<file path="config.mk">
export PLATFORM = sky130hd
export DESIGN_NAME = pointer_tracker_click_detector
export DESIGN_NICKNAME = d
export VERILOG_FILES = /design/src/hdl/ptcd_pkg.sv /design/src/hdl/ptcd_regs.sv /design/src/hdl/ptcd_core.sv /design/src/hdl/pointer_tracker_click_detector.sv
export SDC_FILE = /design/constraint.sdc
export NUM_CORES = 2
export LEC_CHECK = 0
export ABC_CLOCK_PERIOD_IN_PS = 10030
export BUFFER_PORTS_ARGS = -buffer_cell sky130_fd_sc_hd__buf_2
export CAP_MARGIN = 30
export CELL_PAD_IN_SITES_DETAIL_PLACEMENT = 1
export CELL_PAD_IN_SITES_GLOBAL_PLACEMENT = 2
export CORE_UTILIZATION = 30
export DETAILED_ROUTE_END_ITERATION = 8
export GPL_TIMING_DRIVEN = 0
export PLACE_DENSITY = 0.64
export SYNTH_ARGS = -nofsm -noshare
export SYNTH_HDL_FRONTEND = slang
export SYNTH_HIERARCHICAL = 1
export SYNTH_SLANG_ARGS = --single-unit
export TNS_END_PERCENT = 10
</file>
<file path="constraint.sdc">
create_clock -name clk -period 10.03 [get_ports clk]
set_clock_uncertainty 0.1 [all_clocks]
set_input_delay 0.5015 -clock clk [delete_from_list [all_inputs] [get_ports clk]]
set_output_delay 0.5015 -clock clk [all_outputs]
set_load 0.05 [all_outputs]
</file>
<file path="src/hdl/ptcd_pkg.sv">
// ----------------------------------------------------------------------------
// ptcd_pkg
// Types, register map and constants shared by the pointer tracker and click
// detector.
// ----------------------------------------------------------------------------
`default_nettype none

package ptcd_pkg;

    localparam int NUM_BUTTONS = 5;
    localparam int COORD_BITS  = 12;

    localparam int ADDR_BITS = 5;
    localparam int DATA_BITS = 32;

    // register indexes (byte address = 4 * index)
    localparam logic [2:0] REG_MAX_X           = 3'd0;
    localparam logic [2:0] REG_MAX_Y           = 3'd1;
    localparam logic [2:0] REG_MIN_MOVE        = 3'd2;
    localparam logic [2:0] REG_ACTIVE_TIMEOUT  = 3'd3;
    localparam logic [2:0] REG_DOUBLE_CLICK    = 3'd4;
    localparam logic [2:0] REG_ENABLED         = 3'd5;

    localparam logic [COORD_BITS-1:0] MAX_X_RESET = COORD_BITS'(720);
    localparam logic [COORD_BITS-1:0] MAX_Y_RESET = COORD_BITS'(576);
    localparam logic [7:0]            MIN_MOVE_RESET = 8'd2;
    localparam logic [31:0]           ACTIVE_TIMEOUT_RESET = 32'd5000;
    localparam logic [31:0]           DOUBLE_CLICK_RESET   = 32'd500;

    localparam logic [COORD_BITS-1:0] CUR_X_RESET = COORD_BITS'(360);
    localparam logic [COORD_BITS-1:0] CUR_Y_RESET = COORD_BITS'(288);

    localparam logic CMD_POINTER = 1'b0;
    localparam logic CMD_WHEEL   = 1'b1;

    typedef struct packed {
        logic [COORD_BITS-1:0] max_x;
        logic [COORD_BITS-1:0] max_y;
        logic [15:0]           min_move_sq;
        logic [31:0]           active_timeout_ms;
        logic [31:0]           double_click_ms;
        logic                  enabled;
    } cfg_t;

    typedef struct packed {
        logic               cmd;
        logic signed [15:0] event_x;
        logic signed [15:0] event_y;
        logic [2:0]         button_code;
        logic               button_down;
        logic signed [7:0]  wheel_dir;
        logic [31:0]        now_ms;
    } in_item_t;

    typedef struct packed {
        logic [COORD_BITS-1:0]  pos_x;
        logic [COORD_BITS-1:0]  pos_y;
        logic signed [7:0]      delta_x;
        logic signed [7:0]      delta_y;
        logic signed [7:0]      wheel;
        logic                   is_active;
        logic [NUM_BUTTONS-1:0] click_mask;
        logic [NUM_BUTTONS-1:0] double_click_mask;
        logic [NUM_BUTTONS-1:0] hold_mask;
        logic                   all_released;
    } out_item_t;

endpackage

`default_nettype wire

</file>
<file path="src/hdl/ptcd_regs.sv">
// ----------------------------------------------------------------------------
// ptcd_regs
// APB-style configuration registers. Also keeps min_move squared so the
// movement threshold needs no multiplier in the event path.
// ----------------------------------------------------------------------------
`default_nettype none

module ptcd_regs (
    input  wire logic                           clk,
    input  wire logic                           rst_n,
    input  wire logic                           psel,
    input  wire logic                           penable,
    input  wire logic                           pwrite,
    input  wire logic [ptcd_pkg::ADDR_BITS-1:0] paddr,
    input  wire logic [ptcd_pkg::DATA_BITS-1:0] pwdata,
    output logic      [ptcd_pkg::DATA_BITS-1:0] prdata,
    output logic                                pready,
    output ptcd_pkg::cfg_t                      cfg
);
    import ptcd_pkg::*;

    logic [COORD_BITS-1:0] max_x_reg;
    logic [COORD_BITS-1:0] max_y_reg;
    logic [7:0]            min_move_reg;
    logic [15:0]           min_move_sq_reg;
    logic [31:0]           active_timeout_reg;
    logic [31:0]           double_click_reg;
    logic                  enabled_reg;

    logic       wr_en;
    logic [2:0] reg_index;
    logic [15:0] wdata_sq;

    assign pready    = 1'b1;
    assign wr_en     = psel && penable && pwrite && pready;
    assign reg_index = paddr[ADDR_BITS-1:2];
    assign wdata_sq  = 16'(pwdata[7:0]) * 16'(pwdata[7:0]);

    always_ff @(posedge clk or negedge rst_n)
    begin
        if (!rst_n)
        begin
            max_x_reg          <= MAX_X_RESET;
            max_y_reg          <= MAX_Y_RESET;
            min_move_reg       <= MIN_MOVE_RESET;
            min_move_sq_reg    <= 16'(MIN_MOVE_RESET) * 16'(MIN_MOVE_RESET);
            active_timeout_reg <= ACTIVE_TIMEOUT_RESET;
            double_click_reg   <= DOUBLE_CLICK_RESET;
            enabled_reg        <= 1'b1;
        end
        else if (wr_en)
        begin
            case (reg_index)
                REG_MAX_X:          max_x_reg <= COORD_BITS'(pwdata[11:0]);
                REG_MAX_Y:          max_y_reg <= COORD_BITS'(pwdata[11:0]);
                REG_MIN_MOVE:
                begin
                    min_move_reg    <= pwdata[7:0];
                    min_move_sq_reg <= wdata_sq;
                end
                REG_ACTIVE_TIMEOUT: active_timeout_reg <= pwdata;
                REG_DOUBLE_CLICK:   double_click_reg   <= pwdata;
                REG_ENABLED:        enabled_reg        <= pwdata[0];
                default:            ;
            endcase
        end
    end

    always_comb
    begin
        case (reg_index)
            REG_MAX_X:          prdata = DATA_BITS'(max_x_reg);
            REG_MAX_Y:          prdata = DATA_BITS'(max_y_reg);
            REG_MIN_MOVE:       prdata = DATA_BITS'(min_move_reg);
            REG_ACTIVE_TIMEOUT: prdata = active_timeout_reg;
            REG_DOUBLE_CLICK:   prdata = double_click_reg;
            REG_ENABLED:        prdata = DATA_BITS'(enabled_reg);
            default:            prdata = '0;
        endcase
    end

    assign cfg.max_x             = max_x_reg;
    assign cfg.max_y             = max_y_reg;
    assign cfg.min_move_sq       = min_move_sq_reg;
    assign cfg.active_timeout_ms = active_timeout_reg;
    assign cfg.double_click_ms   = double_click_reg;
    assign cfg.enabled           = enabled_reg;

endmodule

`default_nettype wire

</file>
<file path="src/hdl/ptcd_core.sv">
// ----------------------------------------------------------------------------
// ptcd_core
// Pointer and button state, and the single-pass update for one event.
// The result is combinational on the held event; state commits on step.
// ----------------------------------------------------------------------------
`default_nettype none

module ptcd_core (
    input  wire logic                clk,
    input  wire logic                rst_n,
    input  wire logic                step,
    input  wire ptcd_pkg::in_item_t  item,
    input  wire ptcd_pkg::cfg_t      cfg,
    output ptcd_pkg::out_item_t      result
);
    import ptcd_pkg::*;

    logic [COORD_BITS-1:0]  cur_x_reg, cur_x_next;
    logic [COORD_BITS-1:0]  cur_y_reg, cur_y_next;
    logic [7:0]             dx_reg, dx_next;
    logic [7:0]             dy_reg, dy_next;
    logic [7:0]             wheel_reg, wheel_next;
    logic                   active_reg, active_next;
    logic [31:0]            last_active_reg, last_active_next;
    logic [31:0]            release_time_reg [NUM_BUTTONS];
    logic [31:0]            release_time_next [NUM_BUTTONS];
    logic [NUM_BUTTONS-1:0] was_down_reg, was_down_next;

    logic [16:0]            diff_x, diff_y;
    logic                   moved;
    logic [COORD_BITS-1:0]  clamp_x, clamp_y;
    logic [15:0]            sq_x, sq_y;
    logic [16:0]            dist_sq;
    logic                   far_enough;
    logic                   timed_out;
    logic                   act_move;
    logic [31:0]            lat_move;
    logic [NUM_BUTTONS-1:0] pressed;
    logic [NUM_BUTTONS-1:0] clk_mask, dbl_mask, hold_mask;
    logic                   is_wheel;

    assign is_wheel = (item.cmd == CMD_WHEEL);

    // old minus new, in 17 bits so equality is exact
    assign diff_x = 17'(cur_x_reg) - 17'(item.event_x);
    assign diff_y = 17'(cur_y_reg) - 17'(item.event_y);
    assign moved  = (diff_x != 17'd0) || (diff_y != 17'd0);

    always_comb
    begin
        if (item.event_x[15])
            clamp_x = '0;
        else if (item.event_x[14:0] > 15'(cfg.max_x))
            clamp_x = cfg.max_x;
        else
            clamp_x = item.event_x[COORD_BITS-1:0];

        if (item.event_y[15])
            clamp_y = '0;
        else if (item.event_y[14:0] > 15'(cfg.max_y))
            clamp_y = cfg.max_y;
        else
            clamp_y = item.event_y[COORD_BITS-1:0];
    end

    // operands sign-extended to 16 bits; the largest square is 16384
    assign sq_x       = 16'($signed(diff_x[7:0])) * 16'($signed(diff_x[7:0]));
    assign sq_y       = 16'($signed(diff_y[7:0])) * 16'($signed(diff_y[7:0]));
    assign dist_sq    = 17'(sq_x) + 17'(sq_y);
    assign far_enough = (dist_sq >= 17'(cfg.min_move_sq));
    assign timed_out  = ((item.now_ms - last_active_reg) > cfg.active_timeout_ms);

    always_comb
    begin
        for (int i = 0; i < NUM_BUTTONS; i++)
        begin
            pressed[i] = item.button_down && (item.button_code == 3'(i + 1));
        end
    end

    always_comb
    begin
        cur_x_next       = cur_x_reg;
        cur_y_next       = cur_y_reg;
        dx_next          = dx_reg;
        dy_next          = dy_reg;
        wheel_next       = wheel_reg;
        active_next      = active_reg;
        last_active_next = last_active_reg;
        was_down_next    = was_down_reg;
        clk_mask         = '0;
        dbl_mask         = '0;
        hold_mask        = '0;
        act_move         = active_reg;
        lat_move         = last_active_reg;
        for (int i = 0; i < NUM_BUTTONS; i++)
        begin
            release_time_next[i] = release_time_reg[i];
        end

        if (is_wheel)
        begin
            wheel_next       = item.wheel_dir;
            active_next      = 1'b1;
            last_active_next = item.now_ms;
        end
        else
        begin
            if (moved)
            begin
                dx_next    = diff_x[7:0];
                dy_next    = diff_y[7:0];
                cur_x_next = clamp_x;
                cur_y_next = clamp_y;
                if (far_enough)
                begin
                    act_move = 1'b1;
                    lat_move = item.now_ms;
                end
            end
            else
            begin
                dx_next    = '0;
                dy_next    = '0;
                wheel_next = '0;
                if (timed_out)
                    act_move = 1'b0;
            end

            // a press wakes an inactive pointer
            active_next      = act_move || (|pressed);
            last_active_next = ((|pressed) && !act_move) ? item.now_ms : lat_move;

            for (int i = 0; i < NUM_BUTTONS; i++)
            begin
                if (pressed[i])
                begin
                    if (was_down_reg[i])
                        hold_mask[i] = 1'b1;
                    else if ((item.now_ms - release_time_reg[i]) < cfg.double_click_ms)
                        dbl_mask[i] = 1'b1;
                end
                else if (was_down_reg[i])
                begin
                    clk_mask[i]          = 1'b1;
                    release_time_next[i] = item.now_ms;
                end
            end
            was_down_next = pressed;
        end
    end

    always_ff @(posedge clk or negedge rst_n)
    begin
        if (!rst_n)
        begin
            cur_x_reg       <= CUR_X_RESET;
            cur_y_reg       <= CUR_Y_RESET;
            dx_reg          <= '0;
            dy_reg          <= '0;
            wheel_reg       <= '0;
            active_reg      <= 1'b1;
            last_active_reg <= '0;
            was_down_reg    <= '0;
            for (int i = 0; i < NUM_BUTTONS; i++)
            begin
                release_time_reg[i] <= '0;
            end
        end
        else if (step)
        begin
            cur_x_reg       <= cur_x_next;
            cur_y_reg       <= cur_y_next;
            dx_reg          <= dx_next;
            dy_reg          <= dy_next;
            wheel_reg       <= wheel_next;
            active_reg      <= active_next;
            last_active_reg <= last_active_next;
            was_down_reg    <= was_down_next;
            for (int i = 0; i < NUM_BUTTONS; i++)
            begin
                release_time_reg[i] <= release_time_next[i];
            end
        end
    end

    assign result.pos_x             = cur_x_next;
    assign result.pos_y             = cur_y_next;
    assign result.delta_x           = dx_next;
    assign result.delta_y           = dy_next;
    assign result.wheel             = wheel_next;
    assign result.is_active         = active_next && cfg.enabled;
    assign result.click_mask        = clk_mask;
    assign result.double_click_mask = dbl_mask;
    assign result.hold_mask         = hold_mask;
    assign result.all_released      = is_wheel || ((pressed | was_down_reg) == '0);

endmodule

`default_nettype wire

</file>
<file path="src/hdl/pointer_tracker_click_detector.sv">
// ----------------------------------------------------------------------------
// pointer_tracker_click_detector
// Pointer position, movement, wheel and activity tracking with per-button
// click, double-click and hold detection from timestamped events.
// ----------------------------------------------------------------------------
//  channel | direction | handshake              | payload
//  --------+-----------+------------------------+-------------------------
//  in      | input     | in_valid / in_stall    | in_data  (in_item_t)
//  out     | output    | out_valid / out_stall  | out_data (out_item_t)
//  apb     | input     | psel/penable/pready    | paddr, pwdata, prdata
//
//  One event per cycle sustained while out does not stall. An event is held in
//  the input register, then its result lands in the output register. Reset
//  clears the pointer state to the power-on position and all buttons up. A
//  stall on out holds the result and backs up into in_stall in the same
//  cycle; no transfer is lost.
// ----------------------------------------------------------------------------
`default_nettype none

module pointer_tracker_click_detector (
    input  wire logic                           clk,
    input  wire logic                           rst_n,
    input  wire logic                           in_valid,
    output logic                                in_stall,
    input  wire ptcd_pkg::in_item_t             in_data,
    output logic                                out_valid,
    input  wire logic                           out_stall,
    output ptcd_pkg::out_item_t                 out_data,
    input  wire logic                           psel,
    input  wire logic                           penable,
    input  wire logic                           pwrite,
    input  wire logic [ptcd_pkg::ADDR_BITS-1:0] paddr,
    input  wire logic [ptcd_pkg::DATA_BITS-1:0] pwdata,
    output logic      [ptcd_pkg::DATA_BITS-1:0] prdata,
    output logic                                pready
);
    import ptcd_pkg::*;

    cfg_t      cfg;
    in_item_t  item_reg;
    logic      item_valid_reg;
    out_item_t result;
    out_item_t result_reg;
    logic      result_valid_reg;
    logic      advance;
    logic      step;

    // the held event moves on whenever the output register is free or drains
    assign advance  = !result_valid_reg || !out_stall;
    assign step     = item_valid_reg && advance;
    assign in_stall = item_valid_reg && !advance;

    always_ff @(posedge clk or negedge rst_n)
    begin
        if (!rst_n)
            item_valid_reg <= 1'b0;
        else if (!in_stall)
            item_valid_reg <= in_valid;
    end

    always_ff @(posedge clk)
    begin
        if (in_valid && !in_stall)
            item_reg <= in_data;
    end

    always_ff @(posedge clk or negedge rst_n)
    begin
        if (!rst_n)
            result_valid_reg <= 1'b0;
        else if (advance)
            result_valid_reg <= item_valid_reg;
    end

    always_ff @(posedge clk)
    begin
        if (step)
            result_reg <= result;
    end

    assign out_valid = result_valid_reg;
    assign out_data  = result_reg;

    ptcd_regs u_regs (
        .clk     (clk),
        .rst_n   (rst_n),
        .psel    (psel),
        .penable (penable),
        .pwrite  (pwrite),
        .paddr   (paddr),
        .pwdata  (pwdata),
        .prdata  (prdata),
        .pready  (pready),
        .cfg     (cfg)
    );

    ptcd_core u_core (
        .clk    (clk),
        .rst_n  (rst_n),
        .step   (step),
        .item   (item_reg),
        .cfg    (cfg),
        .result (result)
    );

endmodule

`default_nettype wire

</file>
==> impl_metrics.xml <==
<?xml version="1.0" encoding="UTF-8"?>
<metrics>
  <group name="worst_setup_path">
    <metric name="cpMaxStageDelayCell" unit="">fa_1</metric>
    <metric name="worst_setup_path_class" unit="">reg -&gt; reg</metric>
    <metric name="worst-path-max-fanout" unit="">10</metric>
    <metric name="arrival_worst_endpoint" unit="ps">9900</metric>
    <metric name="critPathMaxStageDelay" unit="ps">590</metric>
    <metric name="critPathLaunchType" unit="">flip-flop</metric>
    <metric name="cp_data_required_time" unit="ps">10470</metric>
    <metric name="critical-path-top-cell-by-count" unit="">inv_1</metric>
    <metric name="endpoint_kind" unit="">flip-flop</metric>
  </group>
  <group name="timing">
    <metric name="finalMaxSlewViolations" unit="">0</metric>
    <metric name="timing.hold.ws" unit="ps">78.4</metric>
    <metric name="max-slew-margin-rel" unit="%">29.9</metric>
    <metric name="grt_setup_unrepaired" unit="">false</metric>
    <metric name="report.final.setup_viol" unit="">0</metric>
    <metric name="maxClockFrequency" unit="GHz">0.106</metric>
    <metric name="final_worst_path_period_need" unit="ps">9460</metric>
    <metric name="post-route-period-util" unit="%">94.3</metric>
    <metric name="worst_slew_pin_slew" unit="ps">1050</metric>
    <metric name="timing_hold_violations_final" unit="">0</metric>
  </group>
  <group name="global_route">
    <metric name="grt_first_pass_wirelength" unit="µm">212000</metric>
    <metric name="global_route.overflow_total" unit="">0</metric>
    <metric name="vias_in_the_first_global_route" unit="">34653</metric>
    <metric name="grt.met2_usage" unit="%">30.0</metric>
    <metric name="groute.usage.overall" unit="%">19.5</metric>
    <metric name="maximum_number_of_pins_on_one_net_before_global_route_repair" unit="">99</metric>
    <metric name="global_routing_usage_on_met3" unit="%">2.25</metric>
    <metric name="number_of_antenna_violations_at_the_first_check_in_global_routing" unit="">8</metric>
    <metric name="grt-busiest-layer" unit="">met2</metric>
    <metric name="gr_layer_usage_met1" unit="%">29.0</metric>
  </group>
  <group name="cells_and_area">
    <metric name="finish.instance_area" unit="µm²">48900</metric>
    <metric name="final_net_count" unit="">5629</metric>
    <metric name="layout-drive-gt1-share" unit="%">12.7</metric>
    <metric name="largest_register_ffs" unit="">160</metric>
    <metric name="commonest_cells_after_routing_fill_and_taps_aside" unit="">586 x inv_1, 536 x ha_1, 378 x nand2_1</metric>
    <metric name="ff_latch_area" unit="µm²">13300</metric>
    <metric name="layout.cells.most_common" unit="">inv_1</metric>
    <metric name="multi_input_area" unit="µm²">25900</metric>
    <metric name="syn_to_final_growth" unit="%">17.0</metric>
    <metric name="fill_cells" unit="">15815</metric>
  </group>
  <group name="synth">
    <metric name="ys_seq_elements" unit="">501</metric>
    <metric name="cell_variety_after_synth" unit="">92</metric>
    <metric name="synth_enable_flop_cells" unit="">142</metric>
    <metric name="post_synth.cell_area_avg" unit="µm²">9.40</metric>
    <metric name="synth_top_family_by_area" unit="">adder cells</metric>
    <metric name="syn-instance-count" unit="">4445</metric>
    <metric name="yosys.area_share.xor_xnor" unit="%">4.88</metric>
    <metric name="synthSimpleGateAreaFrac" unit="%">11.6</metric>
    <metric name="yosysSeqAreaShare" unit="%">31.8</metric>
    <metric name="synth-compound-area-share" unit="%">16.4</metric>
    <metric name="syn_nets" unit="">5220</metric>
    <metric name="muxShareOfSynthArea" unit="%">7.02</metric>
    <metric name="asyncSetResetFlopFracSynth" unit="%">71.7</metric>
    <metric name="ys_dominant_reg_cell" unit="">dfrtp_1</metric>
    <metric name="yosysWarningCount" unit="">6</metric>
    <metric name="synth.cell_area" unit="µm²">41800</metric>
    <metric name="synth-adder-area-share" unit="%">21.7</metric>
  </group>
  <group name="floorplanning">
    <metric name="initial_core_util" unit="%">30.3</metric>
    <metric name="core" unit="µm²">138000</metric>
    <metric name="floorplan.die_area" unit="µm²">141000</metric>
    <metric name="num_io_pins" unit="">221</metric>
    <metric name="floorplan.die.width" unit="µm">375</metric>
    <metric name="floorplan.die.height" unit="µm">375</metric>
    <metric name="fp-row-count" unit="">136</metric>
  </group>
  <group name="flow_run">
    <metric name="timing.max_cap.violations" unit="">0</metric>
  </group>
  <group name="place">
    <metric name="placedInstanceArea" unit="µm²">45300</metric>
    <metric name="post_dp_hpwl" unit="µm">111000</metric>
    <metric name="place.port_buffers" unit="">216</metric>
    <metric name="gpl.final_weighted_congestion" unit="">0.828</metric>
  </group>
  <group name="clocking">
    <metric name="worst_skew_pair.late_latency" unit="ps">670</metric>
    <metric name="clock_buffers_created_by_tritoncts" unit="">71</metric>
    <metric name="cts_max_level" unit="">3</metric>
    <metric name="clk_root_buffer_cell" unit="">clkbuf_16</metric>
    <metric name="cts_tree" unit="">done</metric>
    <metric name="cts_max_path_buffers" unit="">3</metric>
    <metric name="cts_sinks" unit="">501</metric>
    <metric name="cts.reportedPaths.clkPinSlew" unit="ps">60</metric>
  </group>
  <group name="routing">
    <metric name="wire_per_inst" unit="µm">20.4</metric>
    <metric name="detailedRoute.firstIterationViolations" unit="">1544</metric>
    <metric name="route.final.wire_length" unit="µm">137000</metric>
    <metric name="number_of_iterations_in_the_first_detailed_routing_pass" unit="">5</metric>
    <metric name="drtAntennaViolNets" unit="">0</metric>
    <metric name="detail_route.vias_per_cell" unit="">4.94</metric>
    <metric name="drc" unit="">0</metric>
    <metric name="num_vias" unit="">33158</metric>
  </group>
  <group name="hold_path">
    <metric name="hold_path_class" unit="">in -&gt; reg</metric>
  </group>
  <group name="run_status">
    <metric name="run_status" unit="">completed</metric>
  </group>
</metrics>
==> critical path: cells and delay by family (launching register included) <==
family | cells | cell delay [ps]
adder cells (fa/ha/maj) | 8 | 3410
AO/OA/AOI/OAI | 12 | 2360
buffers and inverters | 11 | 1450
AND/OR/NAND/NOR | 6 | 910
flip-flops | 1 | 460
XOR/XNOR | 2 | 330
multiplexers | 1 | 300
==> cells by family after synthesis <==
logic type / after synthesis
AO/OA/AOI/OAI: 1065
XOR/XNOR: 231
adder cells (fa/ha/maj): 654
buffers and inverters: 709
flip-flops: 501
multiplexers: 250
other: 2
AND/OR/NAND/NOR: 1033
==> path summary, 6_finish.rpt <==
| check | start | to | slack [ps] | depth (start not counted) |
|---|---|---|---|---|
| setup reg to reg | item_reg[48] | u_core/last_active_reg[10] | 570 | 40 |
| min in group asynchronous | rst_n | item_valid_reg | 280 | 2 |
| hold reg to reg | u_regs/min_move_sq_reg[2] | u_regs/min_move_sq_reg[2] | 380 | 2 |
| setup / recovery | item_reg[48] | u_core/last_active_reg[10] | 570 | 40 |
| hold / removal | pwdata[6] | u_regs/max_y_reg[6] | 80 | 2 |
| max in group asynchronous | rst_n | u_core/release_time_reg[122] | 7960 | 4 |
==> per-layer routing <==
metal	wire length (µm)	up-vias
met5	0	-
met4	2390	0
met3	4590	117
met2	59500	452
met1	70700	16271
li1	-	16318
==> synthesized netlist by cell type, types with 41 or more instances <==
library cell / number / area (µm²)
nand2_1: 378 / 1420
and2_1: 48 / 300
nor2_1: 250 / 938
o21ai_0: 316 / 1580
xnor2_1: 167 / 1460
mux2_2: 124 / 1400
a21oi_1: 222 / 1110
dfrtp_1: 332 / 8310
edfxtp_1: 142 / 4260
a21o_1: 160 / 1200
nand3_1: 62 / 310
nand4_1: 41 / 257
clkbuf_1: 83 / 312
mux2_1: 51 / 574
ha_1: 536 / 6710
fa_1: 118 / 2360
nor2b_1: 52 / 325
inv_1: 588 / 2210
o21a_1: 73 / 548
nor3_1: 51 / 255
xor2_1: 62 / 543
==> per-stage QoR <==
stage | TNS (ps) | util, % | setup WS (ps) | cells
final | 0 | 35.5 | 570 | 6710
after CTS | 0 | 35.3 | 24.6 | 6694
after global routing | 0 | 35.5 | 10.4 | 6706
after detailed placement | -4910 | 32.9 | -171 | 6467
after floorplan | 0 | - | 1720 | 4445
after global placement | -664490 | 32.7 | -2990 | 6455
==> timing repair <==
item / in CTS / in global routing
hold buffers: 96 / 0
hold endpoints to repair: 168 / 0
buffers inserted: 0 / 11
setup endpoints to repair: 32 / 34
pin swaps: 0 / 2
gates resized for setup: 4 / 19
==> cell type report <==
type	instances	area share, %
Multi-Input combinational cell	3235	52.9
Sequential cell	501	27.2
Timing Repair Buffer	337	4.81
Tap cell	1794	4.59
Inverter	592	4.55
Clock buffer	101	4.21
Buffer	116	1.08
Clock inverter	30	0.655
Antenna cell	4	0.0205
Power is left out: the tool's default activity adds up to more than one toggle a clock period on the data nets, which glitch-free logic cannot reach.
